$ cat config.mk
export PLATFORM = sky130hd
export DESIGN_NAME = button_press_classifier_top_flat
export DESIGN_NICKNAME = d
export VERILOG_FILES = /design/src/rtl/bpc_pkg.sv /design/src/rtl/bpc_if.sv /design/src/rtl/button_press_classifier_top.sv /design/src/flat_wrapper.sv
export VERILOG_INCLUDE_DIRS = /design/src /design/src/rtl
export SDC_FILE = /design/constraint.sdc
export NUM_CORES = 1
export LEC_CHECK = 0
export BUFFER_PORTS_ARGS = -buffer_cell sky130_fd_sc_hd__clkbuf_2
export CORE_ASPECT_RATIO = 0.75
export CORE_MARGIN = 2
export CORE_UTILIZATION = 28
export CTS_CLUSTER_DIAMETER = 50
export DETAILED_ROUTE_END_ITERATION = 10
export HOLD_SLACK_MARGIN = 0.02
export SLEW_MARGIN = 15
export SYNTH_ARGS = -nofsm -noshare
export SYNTH_HDL_FRONTEND = slang
export SYNTH_SLANG_ARGS = --single-unit
$ cat constraint.sdc
create_clock -name clk -period 4.15 [get_ports clk]
set_input_delay 0.415 -clock clk [delete_from_list [all_inputs] [get_ports clk]]
set_output_delay 0.415 -clock clk [all_outputs]
set_load 0.05 [all_outputs]
$ cat src/rtl/button_press_classifier_top_assert.svh
// Assertion macros for the button press classifier top level.
// Expects a clock named clk and an active-high reset named rst in scope.
`ifndef BUTTON_PRESS_CLASSIFIER_TOP_ASSERT_SVH
`define BUTTON_PRESS_CLASSIFIER_TOP_ASSERT_SVH

// Condition must hold at every edge outside reset.
`define BPC_ASSERT_ALWAYS(label, cond, msg) \
  label: assert property (@(posedge clk) disable iff (rst) (cond)) else $error(msg);

// Antecedent implies consequent in the next cycle.
`define BPC_ASSERT_NEXT(label, pre, post, msg) \
  label: assert property (@(posedge clk) disable iff (rst) (pre) |=> (post)) else $error(msg);

`endif

$ cat src/rtl/bpc_pkg.sv
// Shared constants, types and helpers for the button press classifier.
// No dependencies.
package bpc_pkg;

  localparam int SLOTS       = 3;   // button fields on the ports
  localparam int NUM_BUTTONS = 3;   // buttons evaluated, 2 or 3
  localparam int TIMER_BITS  = 17;  // elapsed timer width, 8..32
  localparam int CFG_W       = 16;
  localparam int CFG_IDX_W   = 1;
  localparam int EV_W        = 2;
  localparam int CMP_W       = (TIMER_BITS > CFG_W) ? TIMER_BITS : CFG_W;

  typedef logic [TIMER_BITS-1:0] timer_t;
  typedef logic [CFG_W-1:0]      cfg_data_t;
  typedef logic [CFG_IDX_W-1:0]  cfg_idx_t;
  typedef logic [EV_W-1:0]       event_t;

  localparam event_t EV_NONE  = 2'd0;
  localparam event_t EV_SHORT = 2'd1;
  localparam event_t EV_LONG  = 2'd2;

  localparam cfg_idx_t REG_LONG_PRESS = 1'd0;
  localparam cfg_idx_t REG_LOCKOUT    = 1'd1;

  localparam cfg_data_t LONG_PRESS_RESET = 16'd2000;
  localparam cfg_data_t LOCKOUT_RESET    = 16'd500;

  // Saturating increment.
  function automatic timer_t timer_tick(input timer_t t);
    return (t == '1) ? t : timer_t'(t + 1'b1);
  endfunction

  // a > b with both sides widened to a common width.
  function automatic logic timer_gt(input timer_t a, input cfg_data_t b);
    return CMP_W'(a) > CMP_W'(b);
  endfunction

  function automatic logic timer_lt(input timer_t a, input cfg_data_t b);
    return CMP_W'(a) < CMP_W'(b);
  endfunction

endpackage

$ cat src/rtl/bpc_if.sv
// Channel interfaces for the button press classifier.
// Depends on bpc_pkg.
interface bpc_button_if;
  logic valid;
  logic ready;
  logic left_pressed;
  logic middle_pressed;
  logic right_pressed;
  modport source (output valid, left_pressed, middle_pressed, right_pressed, input ready);
  modport sink   (input valid, left_pressed, middle_pressed, right_pressed, output ready);
endinterface

interface bpc_event_if;
  logic            valid;
  logic            ready;
  bpc_pkg::event_t left_event;
  bpc_pkg::event_t middle_event;
  bpc_pkg::event_t right_event;
  modport source (output valid, left_event, middle_event, right_event, input ready);
  modport sink   (input valid, left_event, middle_event, right_event, output ready);
endinterface

interface bpc_cfg_if;
  logic                 valid;
  logic                 ready;
  bpc_pkg::cfg_idx_t    index;
  bpc_pkg::cfg_data_t   data;
  modport source (output valid, index, data, input ready);
  modport sink   (input valid, index, data, output ready);
endinterface

$ cat src/rtl/button_press_classifier_top.sv
// Button press classifier top level: per-button arming, short/long press
// detection and lockout. Depends on bpc_pkg, bpc_if.sv and the assert header.
//
//  channel  | dir | payload                                     | handshake
//  ---------+-----+---------------------------------------------+-----------
//  buttons  | in  | left/middle/right_pressed, one request/tick | valid/ready
//  events   | out | left/middle/right_event (0 none,1 short,2 long) | valid/ready
//  cfg      | in  | index (0 long_press_ticks, 1 lockout_ticks), data | valid/ready
//
// One request per clock unless stalled; the output register holds its events.
// A request is taken whenever the output register is empty or being drained.
// A stall on events holds the result and backs up buttons; nothing is dropped.
// rst (synchronous) clears all button state and loads 2000 / 500 into the registers.
// cfg is always ready; writes take effect on the next request.

`include "button_press_classifier_top_assert.svh"

module button_press_classifier_top (
  input  logic               clk,
  input  logic               rst,
  bpc_button_if.sink         buttons,
  bpc_event_if.source        events,
  bpc_cfg_if.sink            cfg
);

  // Configuration registers
  bpc_pkg::cfg_data_t long_press_ticks;
  bpc_pkg::cfg_data_t lockout_ticks;

  // Per-button state
  logic [bpc_pkg::SLOTS-1:0] armed, armed_next;
  logic [bpc_pkg::SLOTS-1:0] held, held_next;
  logic [bpc_pkg::SLOTS-1:0] lock, lock_next;
  bpc_pkg::timer_t           press_elapsed [bpc_pkg::SLOTS];
  bpc_pkg::timer_t           press_elapsed_next [bpc_pkg::SLOTS];
  bpc_pkg::timer_t           release_elapsed [bpc_pkg::SLOTS];
  bpc_pkg::timer_t           release_elapsed_next [bpc_pkg::SLOTS];

  // Result register
  logic                      out_valid;
  bpc_pkg::event_t           ev_next [bpc_pkg::SLOTS];
  bpc_pkg::event_t           ev_reg  [bpc_pkg::SLOTS];
  logic [bpc_pkg::SLOTS-1:0] long_mask;

  logic                      in_accept;
  logic [bpc_pkg::SLOTS-1:0] lvl;

  assign lvl          = {buttons.right_pressed, buttons.middle_pressed, buttons.left_pressed};
  assign buttons.ready = !out_valid || events.ready;
  assign in_accept    = buttons.valid && buttons.ready;
  assign cfg.ready    = 1'b1;

  // Config writes
  always_ff @(posedge clk) begin
    if (rst) begin
      long_press_ticks <= bpc_pkg::LONG_PRESS_RESET;
      lockout_ticks    <= bpc_pkg::LOCKOUT_RESET;
    end else if (cfg.valid) begin
      unique case (cfg.index)
        bpc_pkg::REG_LONG_PRESS: long_press_ticks <= cfg.data;
        bpc_pkg::REG_LOCKOUT:    lockout_ticks    <= cfg.data;
        default: ;
      endcase
    end
  end

  // Per-button classification: timers advance first, then arm, short,
  // long, and otherwise release tracking and unlock.
  always_comb begin
    logic             others_free;
    bpc_pkg::timer_t  pe;
    bpc_pkg::timer_t  re;
    logic             arm;
    for (int b = 0; b < bpc_pkg::SLOTS; b++) begin
      armed_next[b]           = armed[b];
      held_next[b]            = held[b];
      lock_next[b]            = lock[b];
      press_elapsed_next[b]   = press_elapsed[b];
      release_elapsed_next[b] = release_elapsed[b];
      ev_next[b]              = bpc_pkg::EV_NONE;
      long_mask[b]            = 1'b0;
      others_free             = 1'b1;
      pe                      = press_elapsed[b];
      re                      = release_elapsed[b];
      arm                     = armed[b];
      if (b < bpc_pkg::NUM_BUTTONS) begin
        for (int j = 0; j < bpc_pkg::NUM_BUTTONS; j++) begin
          if (j != b && lvl[j]) others_free = 1'b0;
        end
        pe = bpc_pkg::timer_tick(press_elapsed[b]);
        re = bpc_pkg::timer_tick(release_elapsed[b]);
        if (lvl[b] && !armed[b] && !lock[b] && others_free) begin
          arm = 1'b1;
          pe  = '0;
        end
        if (arm && bpc_pkg::timer_lt(pe, long_press_ticks) && !lvl[b] && !lock[b]) begin
          arm        = 1'b0;
          ev_next[b] = bpc_pkg::EV_SHORT;
        end else if (arm && bpc_pkg::timer_gt(pe, long_press_ticks) && !lock[b]) begin
          arm          = 1'b0;
          held_next[b] = 1'b1;
          lock_next[b] = 1'b1;
          ev_next[b]   = bpc_pkg::EV_LONG;
          long_mask[b] = 1'b1;
        end else begin
          if (held[b] && !lvl[b]) begin
            held_next[b] = 1'b0;
            re           = '0;
          end
          if (!held_next[b] && bpc_pkg::timer_gt(re, lockout_ticks)) lock_next[b] = 1'b0;
        end
        armed_next[b]           = arm;
        press_elapsed_next[b]   = pe;
        release_elapsed_next[b] = re;
      end
    end
  end

  always_ff @(posedge clk) begin
    if (rst) begin
      armed <= '0;
      held  <= '0;
      lock  <= '0;
      for (int b = 0; b < bpc_pkg::SLOTS; b++) begin
        press_elapsed[b]   <= '0;
        release_elapsed[b] <= '0;
      end
    end else if (in_accept) begin
      armed <= armed_next;
      held  <= held_next;
      lock  <= lock_next;
      for (int b = 0; b < bpc_pkg::SLOTS; b++) begin
        press_elapsed[b]   <= press_elapsed_next[b];
        release_elapsed[b] <= release_elapsed_next[b];
      end
    end
  end

  // Output register: loads on accept, clears when drained with no new request.
  always_ff @(posedge clk) begin
    if (rst) begin
      out_valid <= 1'b0;
    end else if (in_accept) begin
      out_valid <= 1'b1;
    end else if (events.ready) begin
      out_valid <= 1'b0;
    end
  end

  always_ff @(posedge clk) begin
    if (in_accept) begin
      for (int b = 0; b < bpc_pkg::SLOTS; b++) ev_reg[b] <= ev_next[b];
    end
  end

  assign events.valid        = out_valid;
  assign events.left_event   = ev_reg[0];
  assign events.middle_event = ev_reg[1];
  assign events.right_event  = ev_reg[2];

  // Checks
  `BPC_ASSERT_ALWAYS(a_armed_not_locked, (armed & lock) == '0, "button armed while locked out")
  `BPC_ASSERT_ALWAYS(a_held_implies_lock, (held & ~lock) == '0, "held lock without lockout")
  `BPC_ASSERT_ALWAYS(a_unused_idle, (armed[bpc_pkg::SLOTS-1] == 1'b0) || (bpc_pkg::NUM_BUTTONS == bpc_pkg::SLOTS), "unused button armed")
  `BPC_ASSERT_NEXT(a_long_locks, in_accept && (long_mask != '0), (lock & $past(long_mask)) == $past(long_mask), "long press did not lock")

endmodule

$ cat src/flat_wrapper.sv
// flat-port wrapper written by rule: the top's interface ports become plain ports
module button_press_classifier_top_flat 
  (clk, rst, buttons_valid, buttons_left_pressed, buttons_middle_pressed, buttons_right_pressed, buttons_ready, events_valid, events_left_event, events_middle_event, events_right_event, events_ready, cfg_valid, cfg_index, cfg_data, cfg_ready);
  bpc_button_if buttons_i ();
  bpc_event_if events_i ();
  bpc_cfg_if cfg_i ();
  input  logic clk;
  input  logic rst;
  input wire logic [$bits(buttons_i.valid)-1:0] buttons_valid;
  input wire logic [$bits(buttons_i.left_pressed)-1:0] buttons_left_pressed;
  input wire logic [$bits(buttons_i.middle_pressed)-1:0] buttons_middle_pressed;
  input wire logic [$bits(buttons_i.right_pressed)-1:0] buttons_right_pressed;
  output wire logic [$bits(buttons_i.ready)-1:0] buttons_ready;
  output wire logic [$bits(events_i.valid)-1:0] events_valid;
  output wire logic [$bits(events_i.left_event)-1:0] events_left_event;
  output wire logic [$bits(events_i.middle_event)-1:0] events_middle_event;
  output wire logic [$bits(events_i.right_event)-1:0] events_right_event;
  input wire logic [$bits(events_i.ready)-1:0] events_ready;
  input wire logic [$bits(cfg_i.valid)-1:0] cfg_valid;
  input wire logic [$bits(cfg_i.index)-1:0] cfg_index;
  input wire logic [$bits(cfg_i.data)-1:0] cfg_data;
  output wire logic [$bits(cfg_i.ready)-1:0] cfg_ready;
  assign buttons_i.valid = buttons_valid;
  assign buttons_i.left_pressed = buttons_left_pressed;
  assign buttons_i.middle_pressed = buttons_middle_pressed;
  assign buttons_i.right_pressed = buttons_right_pressed;
  assign buttons_ready = buttons_i.ready;
  assign events_valid = events_i.valid;
  assign events_left_event = events_i.left_event;
  assign events_middle_event = events_i.middle_event;
  assign events_right_event = events_i.right_event;
  assign events_i.ready = events_ready;
  assign cfg_i.valid = cfg_valid;
  assign cfg_i.index = cfg_index;
  assign cfg_i.data = cfg_data;
  assign cfg_ready = cfg_i.ready;
  button_press_classifier_top u_core (.clk(clk), .rst(rst), .buttons(buttons_i), .events(events_i), .cfg(cfg_i));
endmodule
* Word-level counts from Yosys, hierarchy flattened
Memories as Yosys holds them, arrays and structs flattened.
Index checks and enable logic that the tools add are counted.
** Storage, ports and cells
- Bits in registers :: 42
- Memory bits (writable) :: 108
- Bits of input ports :: 25
- Output and inout port bits :: 9
- Logic and storage cells :: 177
- Memories kept :: 3
** Memory list
- u_core.press_elapsed :: words 3, bits a word 17, rd ports 3, clocked after Yosys merged registers in 0, write ports 3, line button_press_classifier_top.sv:34 : bpc_pkg::timer_t press_elapsed [bpc_pkg::SLOTS];
- u_core.release_elapsed :: words 3, bits a word 17, rd ports 3, clocked after Yosys merged registers in 0, write ports 3, line button_press_classifier_top.sv:36 : bpc_pkg::timer_t release_elapsed [bpc_pkg::SLOTS];
- u_core.ev_reg :: words 3, bits a word 2, rd ports 3, clocked after Yosys merged registers in 0, write ports 3, line button_press_classifier_top.sv:42 : bpc_pkg::event_t ev_reg [bpc_pkg::SLOTS];
** Cells by class
- Add/sub/neg operators :: 6
- $lt $le $gt $ge :: 9
- Eq/ne operators :: 6
- Mux-type cells :: 76
- Bitwise gates (word level) :: 10
- Reduce and logical (&&, ||, !) cells :: 57
** Operators by type and width (count)
- 17-bit 2-to-1 mux :: 30
- 17-bit by 1-bit adder with 17-bit output, second input constant :: 6
- 17-bit equality test, second input constant :: 6
- 17-bit by 16-bit > comparator with 1-bit output :: 6
- 17-bit by 16-bit < comparator with 1-bit output :: 3
- 1-bit 2-to-1 mux :: 40
- 1-bit logical AND :: 31
- 1-bit zero test :: 13
- 2-bit 2-to-1 mux :: 6
- 2-bit AND reduction :: 5
- 3-bit AND reduction :: 3
- 2-bit nonzero test :: 4
- 1-bit OR :: 6
- 1-bit inverter :: 4
- 1-bit logical OR :: 1

* Logic depth before layout (Yosys ltp)
Gate-level depths: netlist of run 1.
- Depth in word-level cells :: 14
- Mapped depth :: 18
- Mapped depth without buffers :: 16

* Worst setup path after synthesis of run 1
No wires, ideal clock.
- Path kind :: register -> register
- Start :: register u_core.out_valid (netlist: u_core.events.valid)
- End :: memory u_core.press_elapsed[0][0] (netlist name), enable pin
- Data arrival time :: 3342 ps
- Required time :: 3212 ps
- Setup slack :: -129 ps
- Stages on the path, launching flop included :: 5
- Buffers on the path :: 1
- Clock period less this slack :: 4279 ps
- Path through :: dfxtp_1 nand2b_1 nand2_1 clkbuf_1 nand2_1
** RTL lines
- from (decl) :: line button_press_classifier_top.sv:40 : logic out_valid;
- from (signal assigned) :: line button_press_classifier_top.sv:142 : out_valid <= 1'b0;
- from (signal assigned) :: line button_press_classifier_top.sv:144 : out_valid <= 1'b1;
- from (signal assigned) :: line button_press_classifier_top.sv:146 : out_valid <= 1'b0;
- to (decl) :: line button_press_classifier_top.sv:34

==> metrics.md, run 1 <==
| Metric | Value |
|---|---|
| Most frequent cells after synthesis | nor2_1 (210), nand2_1 (126), edfxtp_1 (108) |
| Starting density of the core | 28.2% |
| Slew Limit Fails | 0 |
| Final Util | 32.1% |
| CTS Root Cell | clkbuf_16 |
| Ant diodes | 0 |
| Core Region | approximately 0.036 mm2 |
| Count leader, synth | nor2_1 |
| FMAX | 0.259 GHz |
| EDFF count, synth | about 110 |
| Setup crit start kind | flip-flop |
| Clock Power Share | 38.9% |
| Biggest regs | u_core.press_elapsed: 51 flops, u_core.release_elapsed: 51 flops |
| Die Ht | roughly 170 um |
| Num Clock Sinks | 150 |
| Number of port buffers | 32 |
| Comb pwr share | 16.5% |
| DR pass1 iterations | 5 |
| Final WL | about 27000 um |
| Rel. slew slack | 24.5% |
| Internal | 2.85 mW |
| Clock Tree Buf Depth | 2 |
| Synth Register Bits | 150 |
| Worst EP arrival | 4.05 ns |
| Synth Area per Inst | 9.06 um2 |
| Setup CP Type | flip-flop to flip-flop |
| Post-DRT Antenna Nets | 0 |
| Final Hold Fails | 0 |
| Clock Pin Slew Worst Setup and Hold Paths | 0.06 ns |
| Vias in the first global route | 7853 |
| Seq/Total Area, Yosys | 40.6% |
| Slew @ Worst Pin | 1.13 ns |
| Status | finished, final reports clean |
| Share of cells above drive strength 1 | a little under a tenth |
| Crit path cell chain | ha_2 > nand4_1 > nor4_4 > nand2_1 > and4_2 > nand3_1 > xor2_1 > nor2_1 > ha_1 > nand4_1 > nor3_1 > a2111oi_2 > o2111a_1 > a211oi_2 > o31ai_4 > buf_6 > nor2_1 |
| Standard-cell rows | 60 |
| Via count | 8288 |
| Top area cells in the synthesized netlist | edfxtp_1 (32%), ha_1 (13%), dfxtp_1 (8.4%), nor2_1 (7.8%), xor2_1 (5.0%) |
| Max cap viols | 0 |
| Tcrit/Tclk final | between 90 and 100% |
| Largest net degree at the start of global routing | 58 |
| Syn Inst Count | 1110 |
| Synthesized cell area | 0.0101 mm2 |
| Worst EP required | 4.34 ns |
| Pwr/cell area | 353 mW/mm2 |
| Nets | 1274 |
| Sequential Power Share | 44.5% |
| DRT iter0 DRCs | between 700 and 800 |
| Final setup fails | 0 |
| Worst-path fanout max | 17 |
| Yosys warnings | 0 |
| Hold-fix buffers, CTS | 0 |
| Critical Path Max Stage Delay | 0.42 ns |
| Worst hold path type | primary input to flip-flop |
| Latest clock arrival within the worst-skew pair | 0.45 ns |
| Crit path time final | about 3.9 ns |
| Gp weighted congestion | around 0.88 |
| VDD IR-drop max | slightly above 300 uV |
| Main synth FF type | edfxtp_1 |
| Distinct cell type count after synthesis | between 60 and 70 |
| Gr ovfl total | 0 |
| Crit path max-delay cell type | edfxtp_1 |
| Die Width | ~220 um |
| P&R area growth vs syn | 14.0% |
| Sw frac | between 20% and 30% |
| H-tree depth | 4 |
| Total power | 4.05 mW |
| First-pass GRT wire length | 42800 um |
| Net Switching | 1.20 mW |
| Leak Pwr | approximately 4.5 nW |
| CTS Buf Count | 17 |
| Initial antenna violation count | 1 |
| Die ar. | approximately 0.037 mm2 |
| Routed WL per cell | 16.7 um |
| Hold Worst Slack | 0.203 ns |
| Clock Skew | 0.0120 ns |
| Vias per inst | 5.10 |
| Top-area cell type share of the netlist area | 32.2% |
| # IOs | 34 |
| Crit end category | flip-flop |
| Largest area contributor in the netlist | edfxtp_1 |
| TNS Setup | 0 ns |
| CTS tree | built |
| Post-synthesis net count | 1237 |
| Post-DP HPWL | 20600 um |
| Total track usage | about 15% |
| Fillers | about 3700 |
| DRC Markers | 0 |
| FFs w/ async S/R, synth | 0% |
-- cell families (layout without fill, tap and decap cells) --
family / count (synthesis) / after routing / synth area share, %
AND/OR/NAND/NOR: 533 / 533 / 24.8
AO/OA/AOI/OAI: 152 / 152 / 10.5
flip-flops: 150 / 150 / 40.6
adder cells (fa/ha/maj): 102 / 102 / 12.7
XOR/XNOR: 83 / 83 / 7.23
buffers and inverters: 80 / 130 / 3.25
multiplexers: 9 / 9 / 0.908
other: 1 / 1 / 0.0373
-- worst max-delay path, delay by kind of cell, from the launching register on --
| kind | cells | cell delay, ns |
|---|---|---|
| simple gates | 9 | 1.29 |
| buf+inv | 1 | 0.20 |
| flops | 1 | 0.42 |
| fa+ha+maj | 2 | 0.55 |
| xor+xnor | 1 | 0.20 |
| compound gates | 4 | 0.93 |
-- through the flow --
stage               setup WS (ns)  std cells  cell area [um2]
floorplan                   0.414       1110            10100
global placement            0.298       1592            10800
detailed placement          0.145       1592            10800
CTS                         0.107       1624            11400
global route              -0.0134       1625            11500
finish                      0.289       1625            11500
-- worst paths after layout --
path / slack, ns / end / startpoint / depth (start not counted)
hold / removal: 0.20 / u_core.events.valid$_SDFFE_PP0P_ / buttons_valid / 3
setup reg to reg: 0.29 / u_core.release_elapsed[0][33]$_SDFFCE_PN0P_ / u_core.press_elapsed[0][17]$_SDFFCE_PN0P_ / 17
hold reg to reg: 0.46 / u_core.long_press_ticks[5]$_SDFFE_PP0P_ / u_core.long_press_ticks[5]$_SDFFE_PP0P_ / 2
setup / recovery: 0.29 / u_core.release_elapsed[0][33]$_SDFFCE_PN0P_ / u_core.press_elapsed[0][17]$_SDFFCE_PN0P_ / 17
-- cell type report --
class	count	area, um2	area share [%]
timing repair buffer	55	362	3.15
clock buffer	18	429	3.74
sequential	150	4080	35.6
multi-input combinational	880	5700	49.7
clock inverter	14	150	1.31
inverter	43	161	1.41
tap	465	582	5.08
-- routing by layer --
layer | share of wire [%] | wire [um] | global-route usage (%) | vias to the layer above
met4 | 1.0 | 281 | 3.71 | 0
li1 | - | - | - | 4067
met1 | 51 | 13900 | 22.1 | 3992
met2 | 42 | 11300 | 21.1 | 210
met3 | 6.0 | 1640 | 2.98 | 19
met5 | 0 | 0 | 0 | -
-- power groups by stage --
stage	Clock, mW	Combinational, mW	Sequential (mW)
finish	1.58	0.669	1.80
global route	1.67	0.752	1.81
CTS	1.60	0.664	1.80
detailed placement	0	0.658	1.83
global placement	0	0.640	1.83
floorplan	0	0.456	1.83
-- placed cells by master, fill, tap and decap left out, types with 11 or more instances in the layout --
cell         n
edfxtp_1   108
and3_1      16
nand4_1     40
a211oi_1    15
o21ai_0     21
ha_1       101
inv_1       41
nor3_1      31
clkbuf_16   17
xnor2_1     26
nor2_1     210
a21oi_1     46
clkbuf_2    32
nand3_1     44
and4_1      12
dfxtp_1     42
o211ai_1    18
nand2b_1    11
xor2_1      57
buf_4       20
nand2_1    125
-- timing repair --
| action | CTS | global route |
|---|---|---|
| setup endpoints to repair | 0 | 35 |
| buffers inserted | 0 | 1 |
| gates resized for setup | 0 | 8 |
No activity file was read; power rests on OpenSTA's default activity.
==> inputs of run 2 (changes only) <==
--- a/config.mk
+++ b/config.mk
@@ -13,6 +13,7 @@
 export CTS_CLUSTER_DIAMETER = 50
 export DETAILED_ROUTE_END_ITERATION = 10
 export HOLD_SLACK_MARGIN = 0.02
+export PLACE_DENSITY = 0.46
 export SLEW_MARGIN = 15
 export SYNTH_ARGS = -nofsm -noshare
 export SYNTH_HDL_FRONTEND = slang
==> run 2 against run 1 <==
  * Count of clock-buffer cells in the layout grew 4
  * Sequential power is essentially flat
  * Clock skew shrank 0.00071 ns
  * Via count shrank 1.8%
  * Worst setup slack lost 0.011 ns
  * Critical path depth shrank 2
  * First-iteration DRC count shrank 21%
  * Core utilization is essentially flat
  * Clock power shrank 4%
  * Worst hold slack lost 0.0093 ns
  * Maximum frequency shrank 0.29%
  * Final area grew 0.12%
  * Critical path type unchanged
  * Critical endpoint is now u_core.release_elapsed[0][13]$_SDFFCE_PN0P_
  * Largest cell class unchanged
==> metrics.md, run 2 (synthesized netlist as in run 1, its figures left out) <==
| Metric | Value |
|---|---|
| First-pass GRT wire length | 44400 um (+3.8%) |
| Gr ovfl total | 0 (unchanged) |
| Nets | 1281 (+0.55%) |
| Initial antenna violation count | 2 (+1) |
| Starting density of the core | 28.2% (unchanged) |
| Inst Count DP | 1598 (+0.38%) |
| CTS tree | built |
| Clock Pin Slew Worst Setup and Hold Paths | 0.07 ns (about the same) |
| Share of cells above drive strength 1 | 9.60% (+0.028 points) |
| H-tree depth | 4 (unchanged) |
| Max cap viols | 0 (unchanged) |
| Leak Pwr | 4.57 nW (+0.75%) |
| Most common cell after layout, fill and taps aside | nor2_1 |
| Slew Limit Fails | 0 (unchanged) |
| Post-DRT Antenna Nets | 0 (unchanged) |
| Number of port buffers | 32 (unchanged) |
| Comb pwr share | 17.0% (+0.5 points) |
| R2R cell count | 15 (-2) |
| Rel. slew slack | 24.0% (-0.49 points) |
| Worst-path fanout max | 16 (-1) |
| Cell count along the critical path | 15 (-2) |
| Setup CP Type | flip-flop to flip-flop |
| Gp weighted congestion | 0.816 (-7.0%) |
| Setup crit start kind | flip-flop |
| Sequential Power Share | 45.1% (+0.6 points) |
| Largest net degree at the start of global routing | 58 (unchanged) |
| Die ar. | 0.0375 mm2 (unchanged) |
| Worst setup endpoint | u_core.release_elapsed[0][13]$_SDFFCE_PN0P_ |
| Latest clock arrival within the worst-skew pair | 0.45 ns (about the same) |
| VDD IR-drop max | 221 uV (-29%) |
| P&R area growth vs syn | 14.1% |
| Tcrit/Tclk final | 93.3% (+0.27 points) |
| Final Hold Fails | 0 (unchanged) |
| Reg2Reg Setup Slack | 0.28 ns (about the same) |
| Vias in the first global route | 7693 (-2.0%) |
| Fillers | 3733 (+1.6%) |
| DR pass1 iterations | 5 (unchanged) |
| Crit end category | flip-flop |
| FMAX | 0.258 GHz (-0.29%) |
| WP buf/inv | 1 (unchanged) |
| Total power | 4.00 mW (-1.3%) |
| Net Switching | 1.20 mW (-0.23%) |
| Num Clock Sinks | 150 (unchanged) |
| Biggest regs | u_core.press_elapsed: 51 flops, u_core.release_elapsed: 51 flops |
| Clock Power Share | 37.9% (-1.0 points) |
| Clock Tree Buf Depth | 2 (unchanged) |
| Hold-fix buffers, CTS | 0 (unchanged) |
| Final setup fails | 0 (unchanged) |
| Post-DP HPWL | 21700 um (+5.3%) |
| Largest delay contributor family on the critical path | simple AND/OR/NAND/NOR gates |
| Sw frac | 30.0% (+0.34 points) |
| Critical path origin | u_core.press_elapsed[0][0]$_SDFFCE_PN0P_ |
| DRC Markers | 0 (unchanged) |
| Crit path max-delay cell type | edfxtp_1 |
| DRT iter0 DRCs | 615 (-21%) |
| Status | finished, final reports clean |
| R2R Path End | u_core.release_elapsed[0][13]$_SDFFCE_PN0P_ |
| Internal | 2.80 mW (-1.8%) |
| Via count | 8141 (-1.8%) |
| Worst EP required | 4.35 ns (about the same) |
| Pwr/cell area | 348 mW/mm2 (-1.5%) |
| Crit path cell chain | ha_1 > nand3_1 > or2_2 > nor3b_1 > nand4_1 > xor2_1 > nor2_1 > ha_1 > nand3_1 > nor3_2 > o2111ai_1 > or2_2 > o21ai_2 > buf_4 > nor2_1 |
| Final WL | 28200 um (+3.8%) |
| Reg-to-reg startpoint | u_core.press_elapsed[0][0]$_SDFFCE_PN0P_ |
| Die Width | 223 um (unchanged) |
| CTS Buf Count | 17 (unchanged) |
| Hold path start | buttons_valid |
| CTS Root Cell | clkbuf_16 |
| TNS Setup | 0 ns (unchanged) |
| Worst EP arrival | 4.07 ns (+0.02 ns) |
| Total track usage | 15.5% (+0.84 points) |
| Vias per inst | 4.98 (-2.3%) |
| # IOs | 34 (unchanged) |
| Standard-cell rows | 60 (unchanged) |
| Hold Worst Slack | 0.194 ns (-0.00928 ns) |
| Finished Layout Cells | 1634 (+0.55%) |
| Worst hold path type | primary input to flip-flop |
| Critical Path Max Stage Delay | 0.40 ns (-0.02 ns) |
| Routed WL per cell | 17.2 um (+3.3%) |
| Core Region | 0.0357 mm2 (unchanged) |
| Clock Skew | 0.0113 ns (-0.000708 ns) |
| Slew @ Worst Pin | 1.14 ns (+0.00740 ns) |
| Crit path time final | 3.87 ns (+0.0113 ns) |
| Die Ht | 168 um (unchanged) |
| Commonest cells after routing, fill and taps aside | nor2_1 (210), nand2_1 (125), edfxtp_1 (108) |
## run 2: how the worst min path moves through the flow
stage | slack [ns] | cells past startpoint | end
floorplan | 0.44 | 2 | u_core.lockout_ticks[10]$_SDFFE_PP0P_
global placement | 0.44 | 2 | u_core.long_press_ticks[5]$_SDFFE_PP0P_
detailed placement | 0.45 | 2 | u_core.long_press_ticks[2]$_SDFFE_PP0P_
CTS | 0.16 | 3 | u_core.events.valid$_SDFFE_PP0P_
global route | 0.20 | 3 | u_core.events.valid$_SDFFE_PP0P_
finish | 0.19 | 3 | u_core.events.valid$_SDFFE_PP0P_
## run 2: layout make-up
| cell class | instances | area, um2 | area share, % |
|---|---|---|---|
| inverter | 43 | 161 | 1.41 |
| clock buffer | 22 | 487 | 4.24 |
| timing repair buffer | 62 | 410 | 3.58 |
| sequential | 150 | 4080 | 35.6 |
| clock inverter | 10 | 67.6 | 0.589 |
| multi-input combinational | 880 | 5680 | 49.5 |
| tap | 465 | 582 | 5.07 |
| antenna | 2 | 5.00 | 0.0436 |
## run 2: worst register-to-register path, stage by stage, from the launching register on
cell	delay (ns)
edfxtp_1	0.40
ha_1	0.22
nand3_1	0.15
or2_2	0.32
nor3b_1	0.39
nand4_1	0.16
xor2_1	0.22
nor2_1	0.07
ha_1	0.31
nand3_1	0.15
nor3_2	0.25
o2111ai_1	0.22
or2_2	0.35
o21ai_2	0.12
buf_4	0.23
nor2_1	0.07
## run 2: per-layer routing
metal / share of wire [%] / up-vias / global-route usage, %
met5: 0.025 / - / 0
met2: 39 / 169 / 20.5
met1: 55 / 3868 / 24.6
met4: 0.99 / 2 / 4.55
met3: 5.3 / 20 / 3.12
li1: - / 4082 / -
## run 2: per-stage QoR
stage / util (%) / setup WS [ns] / instance area [um2]
after floorplan: - / 0.414 / 10100
after detailed placement: 30.6 / 0.169 / 10900
after CTS: 32.1 / 0.145 / 11400
final: 32.2 / 0.278 / 11500
after global routing: 32.2 / -0.00923 / 11500
after global placement: 30.6 / 0.262 / 10900
## run 2: repair_timing
item / in CTS / in global routing
gates resized for setup: 0 / 3
hold endpoints to repair: 0 / 0
setup endpoints to repair: 0 / 34
buffers inserted: 0 / 2
## run 2: power groups by stage
stage,sequential [mW],combinational [mW],clock (mW)
2_1_floorplan,1.83,0.456,0
3_3_place_gp,1.83,0.661,0
3_5_place_dp,1.83,0.671,0
4_1_cts,1.80,0.675,1.58
5_1_grt,1.82,0.768,1.62
6_report,1.80,0.677,1.52
==> inputs of run 3 (changes only) <==
--- a/config.mk
+++ b/config.mk
@@ -14,6 +14,7 @@
 export DETAILED_ROUTE_END_ITERATION = 10
 export HOLD_SLACK_MARGIN = 0.02
 export PLACE_DENSITY = 0.46
+export SKIP_CTS_REPAIR_TIMING = 1
 export SLEW_MARGIN = 15
 export SYNTH_ARGS = -nofsm -noshare
 export SYNTH_HDL_FRONTEND = slang
==> constraint.sdc (replaced) <==
create_clock -name clk -period 4.15 [get_ports clk]
set_input_delay 0.2075 -clock clk [delete_from_list [all_inputs] [get_ports clk]]
set_output_delay 0.2075 -clock clk [all_outputs]
set_load 0.05 [all_outputs]
==> run 3 against run 2 <==
  * Power grew 1.4%
  * Count of clock-buffer cells in the layout shrank 4
  * Global-route usage decreased by 0.17 points
  * Critical endpoint unchanged
==> metrics.md, run 3 (synthesized netlist as in run 1, its figures left out) <==
| Metric | Value |
|---|---|
| Pwr/cell area | 350 mW/mm2 (+0.58%) |
| Reg2Reg Setup Slack | 0.25 ns (-0.02 ns) |
| GRT busiest layer | met1 |
| Vias in the first global route | 7640 (-0.69%) |
| R2R cell count | 16 (+1) |
| Most common cell after layout, fill and taps aside | nor2_1 |
| Setup crit start kind | flip-flop |
| Worst EP arrival | 4.10 ns (+0.03 ns) |
| Hold path start | cfg_data[12] |
| Worst EP required | 4.35 ns (about the same) |
| Clock Pin Slew Worst Setup and Hold Paths | 0.07 ns (about the same) |
| First-pass GRT wire length | 43800 um (-1.3%) |
| Max cap viols | 0 (unchanged) |
| Die ar. | 0.0375 mm2 (unchanged) |
| Standard-cell rows | 60 (unchanged) |
| Total track usage | 15.3% (-0.17 points) |
| Final Hold Fails | 0 (unchanged) |
| Slew Limit Fails | 0 (unchanged) |
| Setup CP Type | flip-flop to flip-flop |
| Num Clock Sinks | 150 (unchanged) |
| Commonest cells after routing, fill and taps aside | nor2_1 (210), nand2_1 (125), edfxtp_1 (108) |
| Slew @ Worst Pin | 0.800 ns (-0.339 ns) |
| Post-DP HPWL | 21400 um (-1.4%) |
| DRC Markers | 0 (unchanged) |
| Die Ht | 168 um (unchanged) |
| Clock Skew | 0.0166 ns (+0.00529 ns) |
| P&R area growth vs syn | 15.1% |
| H-tree depth | 4 (unchanged) |
| CTS tree | built |
| Ant diodes | 0 (-2) |
| Hold path depth | 3 (unchanged) |
| Met1 GRT Util | 24.3% (-0.33 points) |
| Final Util | 32.5% (+0.28 points) |
| # IOs | 34 (unchanged) |
| Fillers | 3714 (-0.51%) |
| Crit end category | flip-flop |
| Nets | 1286 (+0.39%) |
| Met3 GRT Util | 2.39% (-0.73 points) |
| Met2 usage | 21.0% (+0.54 points) |
| Routed WL per cell | 17.0 um (-1.3%) |
| Worst hold path type | primary input to flip-flop |
| CTS Buf Count | 17 (unchanged) |
| Core Region | 0.0357 mm2 (unchanged) |
| Crit path time final | 3.90 ns (+0.0250 ns) |
| Rel. slew slack | 46.7% (+23 points) |
| DR pass1 iterations | 6 (+1) |
| Worst-path fanout max | 16 (unchanged) |
| Post-DRT Antenna Nets | 0 (unchanged) |
| Reg-to-reg startpoint | u_core.press_elapsed[0][0]$_SDFFCE_PN0P_ |
| Gr ovfl total | 0 (unchanged) |
| DRT iter0 DRCs | 547 (-11%) |
| Initial antenna violation count | 0 (-2) |
| FMAX | 0.257 GHz (-0.64%) |
| Share of cells above drive strength 1 | 9.81% (+0.22 points) |
| Leak Pwr | 4.61 nW (+0.72%) |
| Final WL | 27900 um (-1.1%) |
| Largest net degree at the start of global routing | 54 (-6.9%) |
| Placed Area | 0.0109 mm2 (-0.14%) |
| Status | finished, final reports clean |
| VDD IR-drop max | 245 uV (+11%) |
| Number of port buffers | 32 (unchanged) |
| Via count | 8094 (-0.58%) |
| Latest clock arrival within the worst-skew pair | 0.46 ns (about the same) |
| Die Width | 223 um (unchanged) |
| Fin area | 0.0116 mm2 (+0.86%) |
| Vias per inst | 4.94 (-0.76%) |
| Starting density of the core | 28.2% (unchanged) |
| Clock Tree Buf Depth | 2 (unchanged) |
| Gp weighted congestion | 0.823 (+0.82%) |
| Biggest regs | u_core.press_elapsed: 51 flops, u_core.release_elapsed: 51 flops |
| Tcrit/Tclk final | 93.9% (+0.60 points) |
| Final setup fails | 0 (unchanged) |
| R2R Path End | u_core.release_elapsed[0][13]$_SDFFCE_PN0P_ |
| CTS Root Cell | clkbuf_16 |
| Hold path endpoint | u_core.long_press_ticks[12]$_SDFFE_PP0P_ |
## run 3: worst max-delay path by stage
stage	startpoint	end	slack [ns]	cells past startpoint
after global routing	u_core.press_elapsed[0][17]$_SDFFCE_PN0P_	u_core.release_elapsed[0][31]$_SDFFCE_PN0P_	-0.05	17
final	u_core.press_elapsed[0][0]$_SDFFCE_PN0P_	u_core.release_elapsed[0][13]$_SDFFCE_PN0P_	0.25	16
after CTS	u_core.press_elapsed[0][17]$_SDFFCE_PN0P_	u_core.release_elapsed[0][33]$_SDFFCE_PN0P_	0.16	17
after floorplan	u_core.press_elapsed[0][17]$_SDFFCE_PN0P_	u_core.release_elapsed[0][29]$_SDFFCE_PN0P_	0.41	18
after detailed placement	u_core.press_elapsed[0][17]$_SDFFCE_PN0P_	u_core.release_elapsed[0][33]$_SDFFCE_PN0P_	0.20	17
after global placement	u_core.press_elapsed[0][17]$_SDFFCE_PN0P_	u_core.release_elapsed[0][33]$_SDFFCE_PN0P_	0.30	17
## run 3: per-stage QoR
stage	power (mW)	setup TNS, ns	cells	setup slack (ns)	hold WS [ns]
6_report	4.05	0	1637	0.253	0.0261
5_1_grt	4.26	-0.667	1637	-0.0520	0.0243
4_1_cts	4.08	0	1628	0.158	-0.0450
3_5_place_dp	2.49	0	1596	0.201	0.448
3_3_place_gp	2.49	0	1596	0.295	0.442
2_1_floorplan	2.28	0	1110	0.414	0.337
## run 3: layout make-up
class / instances / area [um2] / area share [%]
clock buffer: 18 / 450 / 3.89
sequential: 150 / 4080 / 35.3
multi-input combinational: 880 / 5690 / 49.2
timing repair buffer: 67 / 475 / 4.11
clock inverter: 14 / 133 / 1.15
tap: 465 / 582 / 5.03
inverter: 43 / 161 / 1.39
## run 3: metal layers
| layer | vias up | share of wire [%] |
|---|---|---|
| met3 | 16 | 2.6 |
| met5 | - | 0 |
| li1 | 4096 | - |
| met2 | 110 | 40 |
| met1 | 3872 | 57 |
| met4 | 0 | 0.98 |
## run 3: power by group
part           switching [mW]  internal [mW]
Combinational           0.431          0.246
Sequential             0.0868           1.71
Clock                   0.747          0.829
Total                    1.27           2.79
## run 3: worst max-delay path: stages (launching register included)
cell	delay, ns
edfxtp_1	0.39
ha_1	0.20
nand3_1	0.15
or2_2	0.32
nor3b_1	0.24
buf_4	0.18
nand4_1	0.11
xor2_1	0.21
nor2_1	0.07
ha_1	0.31
nand3_1	0.12
nor3_1	0.32
o2111ai_1	0.25
or2_2	0.35
o21ai_2	0.12
buf_4	0.23
nor2_1	0.06
